<file path="config.mk">
export PLATFORM = sky130hd
export DESIGN_NAME = pss_ram
export DESIGN_NICKNAME = d
export VERILOG_FILES = /design/src/rtl/core/pss_ram.sv
export SDC_FILE = /design/constraint.sdc
export NUM_CORES = 1
export LEC_CHECK = 0
export ABC_AREA = 1
export BUFFER_PORTS_ARGS = -buffer_cell sky130_fd_sc_hd__buf_4
export CAP_MARGIN = 20
export CORE_MARGIN = 3
export CORE_UTILIZATION = 55
export DETAILED_ROUTE_END_ITERATION = 6
export PLACE_DENSITY = 0.86
export SYNTH_ARGS = -nofsm -noshare
export SYNTH_HDL_FRONTEND = slang
export SYNTH_SLANG_ARGS = --single-unit
export TNS_END_PERCENT = 100
</file>
<file path="constraint.sdc">
create_clock -name clk -period 1 [get_ports clk]
set_input_delay 0.05 -clock clk [delete_from_list [all_inputs] [get_ports clk]]
set_output_delay 0.05 -clock clk [all_outputs]
set_load 0.02 [all_outputs]
</file>
<file path="src/rtl/core/pss_ram.sv">
// pss_ram: generic single-port-write, registered-read RAM
// no dependencies
module pss_ram #(
  parameter int WIDTH = 8,
  parameter int DEPTH = 16,
  localparam int AW = (DEPTH > 1) ? $clog2(DEPTH) : 1
) (
  input  logic             clk,
  input  logic             we,
  input  logic [AW-1:0]    waddr,
  input  logic [WIDTH-1:0] wdata,
  input  logic [AW-1:0]    raddr,
  output logic [WIDTH-1:0] rdata
);

  logic [WIDTH-1:0] mem [DEPTH];
  logic [WIDTH-1:0] rdata_r;

  always_ff @(posedge clk) begin
    if (we) begin
      mem[waddr] <= wdata;
    end
    rdata_r <= mem[raddr];
  end

  assign rdata = rdata_r;

endmodule

</file>
==> results_dict.tcl <==
set metrics [dict create \
    worst-path-buf-inv 1 \
    post-cts-setup-buffers 0 \
    dieArea_um2 11700 \
    vias 4258 \
    portBuffers 25 \
    ir_worst_vdd_v 0.00133 \
    nets 626 \
    synth_top_area_cell "edfxtp_1" \
    maxClockFrequency_ghz 0.957 \
    worstMarginPinSlew_ns 0.436 \
    rr_worst_depth 6 \
    start_kind "register" \
    fin_area_um2 7290 \
    diodes 0 \
    synthXorXnorAreaFrac_pct 0 \
    yosys-top-cells-area "edfxtp_1, nand2_1, nand3_1, inv_1, dfxtp_1" \
    drc_errors 0 \
    first_iter_violations 462 \
    rsz0062_at_grt "true" \
    wl_um 14700 \
    setup_viol 13 \
    cp_max_fo 1 \
    period_share_pct 105 \
    cts.path.max_buffers 2 \
    start_util_pct 57.7 \
    grt_pass1_vias 4249 \
    std_cell_rows 36 \
    setup_slack_ns -0.0451 \
    top_level_ports 26 \
    yosys-mux-area-fraction_pct 0 \
    syn_area_um2 5770 \
    clock_skew_ns 0.00493 \
    firstDrtPassIters 6 \
    required_ns 0.95 \
    cp.depth 1 \
    tns_ns -0.335 \
    root_buffer "clkbuf_8" \
    vias_per_cell 5.65 \
    hold_path_class "input pin to register" \
    final_max_slew_viol_count 0 \
    synth_nets 569 \
    synthSimpleGateAreaFrac_pct 21.0 \
    synth_seq_area_share_pct 69.4 \
    layout_common_cells "nand2_1, edfxtp_1, inv_1" \
    grt.total_usage_pct 25.1 \
    synth_top_area_share_pct 66.7 \
    drtAntennaViolNets 0 \
    crit_family "flip-flops" \
    cp_slowest_cell "dfxtp_2" \
    synth_compound_area_share_pct 0 \
    die_w_um 108 \
    synthAdderAreaFrac_pct 0 \
    crit_chain "buf_6" \
    cts_sinks 136 \
    yosys_warnings 0 \
    grt_max_degree 65 \
    syn_area_per_cell_um2 10.5 \
    finalHoldViolCount 0 \
    ys_ff_latch 136 \
    fillers 609 \
    syn2layout_area_growth_pct 26.5 \
    drive_gt1_share_pct 25.0 \
    htreeDepth 4 \
    hold_depth 6 \
    antenna_found_initial 0 \
    clock_latency_ns 0.54 \
    final_common_cell "nand2_1" \
    critPathKind "register to output port" \
    routabilityCongestion 0.876 \
    leakagePower_nw 3.16 \
    clk_pin_slew_ns 0.06 \
    power_density_nw_per_um2 1950 \
    crit_arrival_ns 1.00 \
    worstSetupEndpointType "output port" \
    slew_headroom_pct 70.9 \
    place_area_um2 6240 \
    grt_pass1_wl_um 21300 \
    coreArea_um2 10000 \
    dp_hpwl_um 8050 \
    syn-instance-count 551 \
    synth_top_family_by_area "simple AND/OR/NAND/NOR gates" \
    cts_made_buffers 17 \
    ys_types 12 \
    max_stage_delay_ns 0.34 \
    power_mw 14.2 \
    wl_per_cell_um 19.6 \
    outcome "finished with violations" \
    dp_slack_ns -0.117 \
    cts_tree "done" \
    fp.dieH_um 108 \
    cap_violations 0 \
    failed_checks "setup timing" \
    period_minus_slack_ns 1.05 \
    grt-ovfl-total 0 \
]
## cells by family after synthesis
family / count (synthesis)
buf+inv: 126
simple gates: 289
flops: 136
## synthesized netlist by cell type
library cell and instances:
edfxtp_1 128, nand3_1 97, buf_1 1, nor2_1 17, nand2_1 173, dfxtp_1 8
buf_4 4, nand3b_1 2, inv_2 2, buf_6 6, buf_2 13, inv_1 100
## stage by stage
stage / instances / hold WS [ns] / utilization [%]
after floorplan: 551 / 0.149 / -
after global placement: 712 / 0.367 / 62.4
after detailed placement: 712 / 0.371 / 62.4
after CTS: 754 / 0.000730 / 70.5
after global routing: 754 / 0.0497 / 72.9
final: 754 / 0.0303 / 72.9
## per-layer routing
metal,routed length (um),global-route usage [%],up-vias,share of wire [%]
met1,5210,29.4,2037,35
met4,622,14.3,0,4.2
li1,-,-,1886,-
met3,1320,6.93,58,8.9
met2,7590,41.8,277,51
met5,0,0,-,0
## timing repair
item,in CTS,in global routing
setup endpoints to repair,12,16
gates resized for setup,24,59
pin swaps,2,24
hold buffers,10,0
hold endpoints to repair,137,0
## registers in the layout, indices dropped and copies added, names as in the netlist
signal	cells
mem	128
rdata	8
## final cells by class
type / instances / area [um2] / area share, %
clock buffer: 19 / 422 / 5.78
timing repair buffer: 62 / 608 / 8.34
sequential: 136 / 4010 / 55.0
multi-input combinational: 289 / 1500 / 20.5
inverter: 102 / 383 / 5.25
clock inverter: 13 / 203 / 2.78
tap: 133 / 166 / 2.28
## path summary, 6_finish.rpt
kind | start | endpoint | slack (ns)
worst max-delay path | rdata[2] | rdata[2] | -0.05
worst min-delay path | raddr[2] | rdata[3] | 0.03
worst max register to register | mem[1][0] | rdata[0] | -0.03
worst min register to register | mem[14][4] | rdata[4] | 0.67
## power breakdown
group	internal, mW	leakage, nW	switching, mW	total (mW)
sequential	6.38	1.22	0.0535	6.43
clock	4.29	0.303	2.37	6.66
combinational	0.403	1.63	0.699	1.10
total	11.1	3.16	3.12	14.2
Power figures use the tool's default switching activity.
