### config.mk
export PLATFORM = sky130hd
export DESIGN_NAME = pss_div
export DESIGN_NICKNAME = d
export VERILOG_FILES = /design/src/rtl/core/pss_pkg.sv /design/src/rtl/core/pss_div.sv
export SDC_FILE = /design/constraint.sdc
export NUM_CORES = 1
export LEC_CHECK = 0
export BUFFER_PORTS_ARGS = -buffer_cell sky130_fd_sc_hd__buf_2
export CAP_MARGIN = 20
export CORE_AREA = 4 4 115 145
export DETAILED_ROUTE_END_ITERATION = 16
export DIE_AREA = 0 0 119 149
export PLACE_DENSITY = 0.84
export SETUP_SLACK_MARGIN = 0.5
export SKIP_CTS_REPAIR_TIMING = 1
export SYNTH_ARGS = -nofsm -noshare
export SYNTH_HDL_FRONTEND = slang
export SYNTH_SLANG_ARGS = --single-unit
### constraint.sdc
create_clock -name clk -period 7.9 [get_ports clk]
set_clock_uncertainty 0.05 [all_clocks]
set_input_delay 1.58 -clock clk [delete_from_list [all_inputs] [get_ports clk]]
set_output_delay 1.58 -clock clk [all_outputs]
set_load 0.02 [all_outputs]
### src/rtl/core/pss_pkg.sv
// pss_pkg: shared sizes, register indexes and fixed-point constants
// for the probe seek-and-sense step block
// no dependencies
package pss_pkg;

  localparam int MAX_BODIES = 256;
  localparam int ADDR_W     = (MAX_BODIES > 1) ? $clog2(MAX_BODIES) : 1;
  localparam int CNT_W      = $clog2(MAX_BODIES + 1);

  // body entry: {kind, mass, y, x}
  localparam int ENTRY_W = 104;

  localparam int CFG_IDX_W = 2;
  localparam logic [CFG_IDX_W-1:0] REG_SENSE_RADIUS = 2'd0;
  localparam logic [CFG_IDX_W-1:0] REG_INV_AREA     = 2'd1;
  localparam logic [CFG_IDX_W-1:0] REG_BODY_COUNT   = 2'd2;

  localparam logic [31:0] RESET_SENSE_RADIUS = 32'd65536;
  localparam logic [31:0] RESET_INV_AREA     = 32'd20861;

  // accumulators of the seek walk
  localparam int MSUM_W = 32 + CNT_W;
  localparam int SUM_W  = 48 + CNT_W;

  // restoring divider widths, shared by the mean and speed divides
  localparam int DIV_N_W   = (SUM_W + 16 > 51) ? SUM_W + 16 : 51;
  localparam int DIV_D_W   = (MSUM_W > 33) ? MSUM_W : 33;
  localparam int DIV_CNT_W = $clog2(DIV_N_W + 1);

  // digit-by-digit square root
  localparam int SQ_IN_W   = 66;
  localparam int SQ_ROOT_W = 33;
  localparam int SQ_REM_W  = 35;
  localparam int SQ_CNT_W  = 6;

  // Q16.16 constants
  localparam logic signed [17:0] K_SEEK     = 18'sd39322;
  localparam logic signed [17:0] K_HOME_NEG = -18'sd6554;
  localparam logic signed [17:0] K_CONF     = 18'sd3277;
  localparam logic [15:0]        K_DAMP     = 16'd58982;
  localparam logic [17:0]        K_VMAX     = 18'd196608;
  localparam logic [63:0]        VMAX_SQ    = 64'd38654705664;

endpackage

### src/rtl/core/pss_div.sv
// pss_div: unsigned restoring divider, one quotient bit per cycle
// depends on pss_pkg for operand widths
module pss_div (
  input  logic                        clk,
  input  logic                        rst_n,
  input  logic                        start,
  input  logic [pss_pkg::DIV_N_W-1:0] dividend,
  input  logic [pss_pkg::DIV_D_W-1:0] divisor,
  output logic                        done,
  output logic [pss_pkg::DIV_N_W-1:0] quotient
);

  logic [pss_pkg::DIV_N_W-1:0]   num_r, num_nxt;
  logic [pss_pkg::DIV_D_W-1:0]   den_r, den_nxt;
  logic [pss_pkg::DIV_D_W-1:0]   rem_r, rem_nxt;
  logic [pss_pkg::DIV_CNT_W-1:0] cnt_r, cnt_nxt;
  logic                          run_r, run_nxt;
  logic                          done_r, done_nxt;
  logic [pss_pkg::DIV_D_W:0]     sh;
  logic                          ge;

  always_comb begin
    sh       = {rem_r, num_r[pss_pkg::DIV_N_W-1]};
    ge       = (sh >= {1'b0, den_r});
    num_nxt  = num_r;
    den_nxt  = den_r;
    rem_nxt  = rem_r;
    cnt_nxt  = cnt_r;
    run_nxt  = run_r;
    done_nxt = 1'b0;
    if (start) begin
      num_nxt = dividend;
      den_nxt = divisor;
      rem_nxt = '0;
      cnt_nxt = pss_pkg::DIV_CNT_W'(pss_pkg::DIV_N_W);
      run_nxt = 1'b1;
    end else if (run_r) begin
      num_nxt = {num_r[pss_pkg::DIV_N_W-2:0], ge};
      rem_nxt = ge ? pss_pkg::DIV_D_W'(sh - {1'b0, den_r}) : sh[pss_pkg::DIV_D_W-1:0];
      cnt_nxt = cnt_r - 1'b1;
      if (cnt_r == pss_pkg::DIV_CNT_W'(1)) begin
        run_nxt  = 1'b0;
        done_nxt = 1'b1;
      end
    end
  end

  always_ff @(posedge clk) begin
    if (!rst_n) begin
      run_r  <= 1'b0;
      done_r <= 1'b0;
    end else begin
      run_r  <= run_nxt;
      done_r <= done_nxt;
    end
  end

  always_ff @(posedge clk) begin
    num_r <= num_nxt;
    den_r <= den_nxt;
    rem_r <= rem_nxt;
    cnt_r <= cnt_nxt;
  end

  assign done     = done_r;
  assign quotient = num_r;

endmodule

==> metrics.yaml <==
pwr:
  p_switching_uw: 762
  seq_power_share: 0.431
  combPwrFrac: 0.233
  swShare: 0.310
  internal_power_mw: 1.70
  leakagePower_nw: 4.53
  vdd_drop_max_uv: 194
  clockPowerShare: 0.336
  power_density_nw_per_um2: 231
floorplan:
  start_util: 0.588
  dieArea_um2: 17700
  rows: 51
  die-height_um: 149
  core_area_um2: 15400
  die_width_um: 119
  io_pins: 191
worst_setup_path:
  startpoint: "start"
  critical-path-max-stage-delay_ns: 0.62
  critical-path-slowest-cell: "or2_2"
  path_buf_inv: 2
  path_class: "primary input to flop"
  rrSetupSlack_ns: 4.59
  path_cells: "buf_6, or2_2, buf_4"
  regToRegEndpoint: "rem_r[40]"
  cp_data_required_time_ns: 7.91
  r2r-start: "quotient[72]"
  cp.arrival_ns: 3.42
  cp_max_fo: 92
  path_delay_family: "buffers and inverters"
  ff2ff_path_depth: 13
  cp-end-kind: "flop"
  start_kind: "primary input"
finish:
  layout_common_cells: "buf_2, edfxtp_1, nor2_1"
  instances_no_fill: 1231
  final_nets: 1167
  drive_gt1_frac: 0.311
  mostFrequentLayoutCell: "buf_2"
  postLayoutCellArea_um2: 10700
  syn_to_final_growth_pct: 18.0
  num_antenna_cells: 0
global_routing:
  grt_pass1_vias: 6922
  grt_max_degree: 93
  antenna_found_initial: 2
  grt_overflow_total: 0
  grt_pass1_wl_um: 34400
  grtUsageTotal: 0.243
sta:
  drv_slew: 0
  fin_crit_ns: 3.41
  holdWs_ns: 0.453
  fin_setup_tns_ns: 0
  slew_headroom: 0.408
  hold_viol: 0
  rsz0062_at_grt: "false"
  tightest_slew_ns: 0.889
  setup_viol: 0
  setup_ws_ns: 4.49
  finalCritPeriodShare: 0.431
  clock.fmax_mhz: 293
route:
  drc_errors: 0
  post_drt_wl_per_cell_um: 17.4
  routed_wl_um: 21400
  drt_iter0_drc: 380
  first_pass_iters: 5
  detail-route-antenna-nets: 0
  vias: 6936
  viasPerCell: 5.63
flow_run:
  maxCapViolations: 0
place:
  dp.cells: 1199
  pre_cts_ws_ns: 4.02
  dp_hpwl_um: 15600
  finalWeightedCongestion: 0.955
  portBuffers: 190
  place_area_um2: 10100
yosys:
  synth_top_area_cell: "edfxtp_1"
  ys_ff_latch: 164
  synthDominantCellAreaShare: 0.379
  synth_edf_count: 114
  async_reset_ff_frac: 0
  ys.flop_type: "edfxtp_1"
  seq_area_frac_synth: 0.489
  avgSynthCellArea_um2: 10.8
  syn-instance-count: 840
  synth_area_um2: 9040
  synth.distinct_cells: 70
  syn-num-nets: 1001
  synth_area_leaders: "edfxtp_1, dfxtp_1, mux2_2"
  ys.warnings.count: 0
clocking:
  numClockSinks: 164
  clockBufferDepth: 2
  cts_root_buffer: "clkbuf_16"
  cts_made_buffers: 17
  path_clk_slew_ns: 0.07
  cts_tree: "done"
  h-tree-depth: 4
  insertion_delay_ns: 0.43
hold_path:
  min_from: "rem_r[6]"
  holdPathStages: 2
  hp-class: "flop to flop"
  hold_end: "rem_r[6]"
outcome:
  status: "complete, no violations"
cell families after synthesis:
group / Yosys count / synth area share
DFF: 164 / 0.489
buffers and inverters: 109 / 0.0501
and+or+nand+nor: 197 / 0.103
xor gates and xnor gates: 37 / 0.0359
adders and majority gates: 44 / 0.0617
muxes: 96 / 0.117
AOI/OAI and AO/OA: 193 / 0.142
synth_stat cells, types with 15 or more instances:
master	number
nand2_1	42
mux2_2	73
ha_1	43
xor2_1	16
nor2_1	79
nand3_1	15
dfxtp_1	50
clkbuf_1	30
a211oi_1	31
edfxtp_1	114
a21o_1	17
xnor2_1	21
o21ai_0	22
inv_1	61
a21oi_1	61
mux2i_1	19
worst max-delay path by stage:
stage	cells after the start	endpoint
floorplan	3	quotient[0]
global placement	3	quotient[12]
detailed placement	3	quotient[12]
CTS	3	quotient[66]
global route	3	quotient[6]
finish	3	quotient[6]
stage by stage:
stage	util	power, mW
global route	0.693	2.57
finish	0.693	2.46
floorplan	-	1.49
global placement	0.656	1.63
CTS	0.693	2.46
detailed placement	0.656	1.64
routing by layer:
layer	part of all wire	global-route usage
met3	0.079	0.0755
met1	0.41	0.295
met5	0.00098	0
met4	0.017	0.0765
met2	0.50	0.415
power by group through the flow:
stage | clock network, mW | logic, mW | registers, mW
after floorplan | 0 | 0.374 | 1.11
after global placement | 0 | 0.554 | 1.08
after detailed placement | 0 | 0.567 | 1.08
after CTS | 0.833 | 0.571 | 1.06
after global routing | 0.876 | 0.630 | 1.07
final | 0.826 | 0.572 | 1.06
flip-flops by register name, summed over array words and instances (netlist names):
signal,count
cnt_r,7
den_r,41
done,1
quotient,73
rem_r,41
run_r,1
final cells by class:
type / count / area, um^2
Clock inverter: 13 / 136
Clock buffer: 19 / 443
Fill cell: 1173 / 4720
Sequential cell: 164 / 4430
Inverter: 62 / 233
Multi-Input combinational cell: 567 / 4170
Timing Repair Buffer: 194 / 987
Tap cell: 212 / 265
tightest hold or removal path: stages (launching register included):
cell	delay (ns)
dfxtp_1	0.32
nor2_1	0.08
a211oi_1	0.05
No activity file was read; power rests on OpenSTA's default activity.
