File: src/rtl/core/pss_pkg.sv
// pss_pkg: shared sizes, register indexes and fixed-point constants
// for the probe seek-and-sense step block
// no dependencies
package pss_pkg;

  localparam int MAX_BODIES = 256;
  localparam int ADDR_W     = (MAX_BODIES > 1) ? $clog2(MAX_BODIES) : 1;
  localparam int CNT_W      = $clog2(MAX_BODIES + 1);

  // body entry: {kind, mass, y, x}
  localparam int ENTRY_W = 104;

  localparam int CFG_IDX_W = 2;
  localparam logic [CFG_IDX_W-1:0] REG_SENSE_RADIUS = 2'd0;
  localparam logic [CFG_IDX_W-1:0] REG_INV_AREA     = 2'd1;
  localparam logic [CFG_IDX_W-1:0] REG_BODY_COUNT   = 2'd2;

  localparam logic [31:0] RESET_SENSE_RADIUS = 32'd65536;
  localparam logic [31:0] RESET_INV_AREA     = 32'd20861;

  // accumulators of the seek walk
  localparam int MSUM_W = 32 + CNT_W;
  localparam int SUM_W  = 48 + CNT_W;

  // restoring divider widths, shared by the mean and speed divides
  localparam int DIV_N_W   = (SUM_W + 16 > 51) ? SUM_W + 16 : 51;
  localparam int DIV_D_W   = (MSUM_W > 33) ? MSUM_W : 33;
  localparam int DIV_CNT_W = $clog2(DIV_N_W + 1);

  // digit-by-digit square root
  localparam int SQ_IN_W   = 66;
  localparam int SQ_ROOT_W = 33;
  localparam int SQ_REM_W  = 35;
  localparam int SQ_CNT_W  = 6;

  // Q16.16 constants
  localparam logic signed [17:0] K_SEEK     = 18'sd39322;
  localparam logic signed [17:0] K_HOME_NEG = -18'sd6554;
  localparam logic signed [17:0] K_CONF     = 18'sd3277;
  localparam logic [15:0]        K_DAMP     = 16'd58982;
  localparam logic [17:0]        K_VMAX     = 18'd196608;
  localparam logic [63:0]        VMAX_SQ    = 64'd38654705664;

endpackage

File: src/rtl/core/pss_sqrt.sv
// pss_sqrt: floor square root, two radicand bits per cycle, with remainder
// depends on pss_pkg for widths
module pss_sqrt (
  input  logic                          clk,
  input  logic                          rst_n,
  input  logic                          start,
  input  logic [pss_pkg::SQ_IN_W-1:0]   radicand,
  output logic                          done,
  output logic [pss_pkg::SQ_ROOT_W-1:0] root,
  output logic [pss_pkg::SQ_REM_W-1:0]  remainder
);

  logic [pss_pkg::SQ_IN_W-1:0]   rad_r, rad_nxt;
  logic [pss_pkg::SQ_ROOT_W-1:0] root_r, root_nxt;
  logic [pss_pkg::SQ_REM_W-1:0]  rem_r, rem_nxt;
  logic [pss_pkg::SQ_CNT_W-1:0]  cnt_r, cnt_nxt;
  logic                          run_r, run_nxt;
  logic                          done_r, done_nxt;
  logic [pss_pkg::SQ_REM_W+1:0]  sh;
  logic [pss_pkg::SQ_REM_W+1:0]  trial;
  logic                          ge;

  always_comb begin
    sh       = {rem_r, rad_r[pss_pkg::SQ_IN_W-1 -: 2]};
    trial    = (pss_pkg::SQ_REM_W + 2)'({root_r, 2'b01});
    ge       = (sh >= trial);
    rad_nxt  = rad_r;
    root_nxt = root_r;
    rem_nxt  = rem_r;
    cnt_nxt  = cnt_r;
    run_nxt  = run_r;
    done_nxt = 1'b0;
    if (start) begin
      rad_nxt  = radicand;
      root_nxt = '0;
      rem_nxt  = '0;
      cnt_nxt  = pss_pkg::SQ_CNT_W'(pss_pkg::SQ_ROOT_W);
      run_nxt  = 1'b1;
    end else if (run_r) begin
      rad_nxt  = {rad_r[pss_pkg::SQ_IN_W-3:0], 2'b00};
      root_nxt = {root_r[pss_pkg::SQ_ROOT_W-2:0], ge};
      rem_nxt  = ge ? pss_pkg::SQ_REM_W'(sh - trial) : sh[pss_pkg::SQ_REM_W-1:0];
      cnt_nxt  = cnt_r - 1'b1;
      if (cnt_r == pss_pkg::SQ_CNT_W'(1)) begin
        run_nxt  = 1'b0;
        done_nxt = 1'b1;
      end
    end
  end

  always_ff @(posedge clk) begin
    if (!rst_n) begin
      run_r  <= 1'b0;
      done_r <= 1'b0;
    end else begin
      run_r  <= run_nxt;
      done_r <= done_nxt;
    end
  end

  always_ff @(posedge clk) begin
    rad_r  <= rad_nxt;
    root_r <= root_nxt;
    rem_r  <= rem_nxt;
    cnt_r  <= cnt_nxt;
  end

  assign done      = done_r;
  assign root      = root_r;
  assign remainder = rem_r;

endmodule

File: config.mk
export PLATFORM = sky130hd
export DESIGN_NAME = pss_sqrt
export DESIGN_NICKNAME = d
export VERILOG_FILES = /design/src/rtl/core/pss_pkg.sv /design/src/rtl/core/pss_sqrt.sv
export SDC_FILE = /design/constraint.sdc
export NUM_CORES = 1
export LEC_CHECK = 0
export BUFFER_PORTS_ARGS = -buffer_cell sky130_fd_sc_hd__buf_2
export CAP_MARGIN = 20
export CORE_UTILIZATION = 40
export DETAILED_ROUTE_END_ITERATION = 12
export PLACE_DENSITY_LB_ADDON = 0.15
export SYNTH_ARGS = -nofsm -noshare
export SYNTH_HDL_FRONTEND = slang
export SYNTH_SLANG_ARGS = --single-unit
File: constraint.sdc
create_clock -name clk -period 6.5 [get_ports clk]
set_clock_uncertainty 0.05 [all_clocks]
set_input_delay 0.325 -clock clk [delete_from_list [all_inputs] [get_ports clk]]
set_output_delay 0.325 -clock clk [all_outputs]
set_load 0.01 [all_outputs]
==> impl_metrics.py <==
metrics = {
    "clocking": {
        "cts_sinks": 142,
        "clk_path_buf_depth": 2,
        "cts_tree": "done",
        "ctsHoldBuffers": 0,
        "numCtsBuffers": 17,
        "cts_resized": 0,
        "path_clk_slew_ps": 70,
        "clk_latency_ps": 420,
        "cts_root_buf": "clkbuf_16",
        "htree_levels": 4,
        "post_cts_buffers": 0,
    },
    "timing": {
        "slew_headroom": 0.269,
        "period_minus_slack_ps": 3330,
        "period_share": 0.513,
        "setup_tns_ps": 0,
        "rsz0062_at_grt": "false",
        "worstMarginPinSlew_ps": 1100,
        "setup_viol": 0,
        "maxSlewViolCount": 0,
        "fmax_ghz": 0.300,
        "finalHoldViolCount": 0,
    },
    "detailed_routing": {
        "detail-route-antenna-nets": 0,
        "drc": 0,
        "drt_iter0_markers": 330,
        "routed_via_density": 5.32,
        "post_drt_wl_per_cell_um": 16.2,
        "firstDrtPassIters": 4,
        "vias": 6334,
        "routed_wl_um": 19300,
    },
    "yosys": {
        "synth_top_area_cell": "edfxtp_1",
        "ys_types": 70,
        "synth_top_family_by_area": "compound AO/OA/AOI/OAI gates",
        "yosys.area_share.adder": 0.0584,
        "yosys.area.top_type_share": 0.250,
        "synth-simple-area-share": 0.139,
        "async_flop_share": 0,
        "ys_ff_latch": 142,
        "synth_nets": 901,
        "syn_area_mm2": 0.00793,
        "ys_seq_area_frac": 0.442,
        "synth_top_flop_cell": "dfxtp_1",
        "ys_warn_count": 0,
        "syn-mean-instance-area_um2": 9.98,
        "synth_compound_area_frac": 0.145,
        "netlist_instances": 795,
        "synth_area_leaders": "edfxtp_1 25%, dfxtp_1 19%, mux2_2 9.1%, ha_1 5.8%, mux2i_1 4.4%",
        "synth_xor_area_frac": 0.0342,
        "muxShareOfSynthArea": 0.135,
        "synth_edf_count": 66,
    },
    "global_route": {
        "grt_pass1_vias": 5918,
        "gr-usage-all-layers": 0.194,
        "grt_pass1_wl_um": 30700,
        "gr-total-overflow": 0,
        "grt_max_degree": 83,
        "grt_antenna_before_repair": 3,
    },
    "hold_path": {
        "worstHoldStart": "rst_n",
        "whs_path_depth": 3,
        "hold_path_class": "input pin to register",
        "min_to": "done",
    },
    "place": {
        "place.gp.congestion": 0.879,
        "io_buffers": 137,
        "dp_hpwl_um": 13500,
    },
    "layout": {
        "seq_area_mm2": 0.00351,
        "multi_input_area_mm2": 0.00406,
        "drive_above_1_share": 0.277,
        "fin_nets": 1018,
        "post-route-util": 0.483,
        "fillers": 1903,
        "syn_to_final_growth_pct": 18.4,
        "n_antenna_cell": 0,
    },
    "worst_setup_path": {
        "worstRegToRegCells": 11,
        "rrSetupSlack_ps": 3170,
        "path_max_fanout": 23,
        "r2r_start": "root[19]",
        "cp_slowest_cell": "ha_1",
        "crit_path_end_kind": "register",
        "worst-path-buf-inv": 2,
        "cpLargestDelayFamily": "simple AND/OR/NAND/NOR gates",
        "crit_chain": "inv_1 -> ha_1 -> nand4_1 -> nor3_2 -> and2_1 -> nand4_1 -> nand3_1 -> a31o_1 -> buf_4 -> nand3_1 -> a311oi_1",
        "timing.rr.end": "remainder[2]",
        "crit_type": "register to register",
        "worstPathRequired_ps": 6770,
        "cp-start-kind": "register",
        "slowest_delay_ps": 480,
        "arrival_ps": 3600,
    },
    "floorplanning": {
        "die_x_um": 143,
        "boundaryPins": 138,
        "rows": 51,
        "die_y_um": 143,
        "core_mm2": 0.0195,
        "initial_core_util": 0.408,
        "dieArea_mm2": 0.0204,
    },
    "power_and_ir_drop": {
        "peakVddDrop_mv": 0.309,
        "p_leak_nw": 3.87,
        "power-per-cell-area_mw_per_mm2": 504,
    },
    "run_status": {
        "status": "finished, final reports clean",
    },
    "job": {
        "cap_violations": 0,
    },
}
==> stage by stage <==
stage	hold WS, ps	instances	total power [mW]	worst slack (ps)	instance area (um^2)
2_1_floorplan	389	795	3.19	3940	7930
3_3_place_gp	435	1158	3.76	3180	8800
3_5_place_dp	439	1158	3.76	3230	8800
4_1_cts	57.3	1190	4.76	3170	9390
5_1_grt	67.5	1190	5.07	2880	9390
6_report	72.3	1190	4.74	3170	9390
==> synthesized netlist by cell type (all sizes together), types with 18 or more instances <==
cell type  instances
mux2i             35
dfxtp             76
xnor2             21
inv               43
mux2              64
ha                37
clkbuf            29
a21oi             46
nor2              79
a311oi            18
o21ai             28
edfxtp            66
nand2             72
nand3             21
==> worst max-delay path by stage <==
stage,start,to,cells past startpoint
6_report,root[19],remainder[2],11
5_1_grt,root[18],remainder[20],10
4_1_cts,root[19],remainder[2],11
3_5_place_dp,root[19],remainder[2],11
3_3_place_gp,root[19],remainder[2],11
2_1_floorplan,root[18],remainder[18],12
==> registers in the layout, indices dropped and copies added (netlist names) <==
register / cells
remainder: 35
done: 1
rad_r: 66
run_r: 1
root: 33
cnt_r: 6
==> area by class of cell <==
class                   count  share of cell area
clock inverters            15              0.0179
well taps                 265              0.0353
flip-flops and latches    142               0.373
inverters                  43              0.0172
clock buffers              17              0.0453
multi-input cells         564               0.432
repair buffers            144              0.0789
==> per-layer routing <==
layer	vias up	global-route usage	wire, um
met3	21	0.0557	1120
met1	2998	0.250	9010
met5	-	0	22
li1	3137	-	-
met2	174	0.313	8900
met4	4	0.0577	247
==> report_power, final <==
part	switching [mW]	total (mW)	internal, mW
Combinational	1.60	2.57	0.975
Clock	0.457	0.976	0.519
Sequential	0.112	1.19	1.08
==> cell families (layout without fill, tap and decap cells) <==
family	Yosys count	after routing
compound gates	166	166
xor+xnor	31	31
fa+ha+maj	37	37
buf+inv	89	219
flops	142	142
mux	99	99
simple gates	231	231
==> placed cells by master (no fill, tap or decap), types with 4 or more instances in the layout <==
| cell | instances |
|---|---|
| ha_1 | 37 |
| o21a_1 | 10 |
| o21ai_0 | 18 |
| buf_2 | 136 |
| nand3_1 | 20 |
| xor2_1 | 10 |
| xnor2_1 | 21 |
| inv_8 | 6 |
| dfxtp_1 | 75 |
| inv_6 | 4 |
| mux2_2 | 64 |
| a21oi_1 | 43 |
| nor2_1 | 78 |
| a31oi_1 | 9 |
| and2_1 | 6 |
| mux2i_1 | 35 |
| clkbuf_16 | 17 |
| inv_1 | 42 |
| and3_1 | 8 |
| nand2b_1 | 5 |
| o211ai_1 | 4 |
| nand4_1 | 6 |
| o21ai_1 | 10 |
| a211oi_1 | 6 |
| a32oi_1 | 4 |
| nand2_1 | 72 |
| a21o_1 | 6 |
| edfxtp_1 | 66 |
| a311oi_1 | 18 |
| buf_4 | 8 |
| nor3_1 | 10 |
==> tightest hold or removal path: stages <==
cell	delay, ps
buf_2	100
nand2_1	50
nor2_1	30
Power figures use the tool's default switching activity.
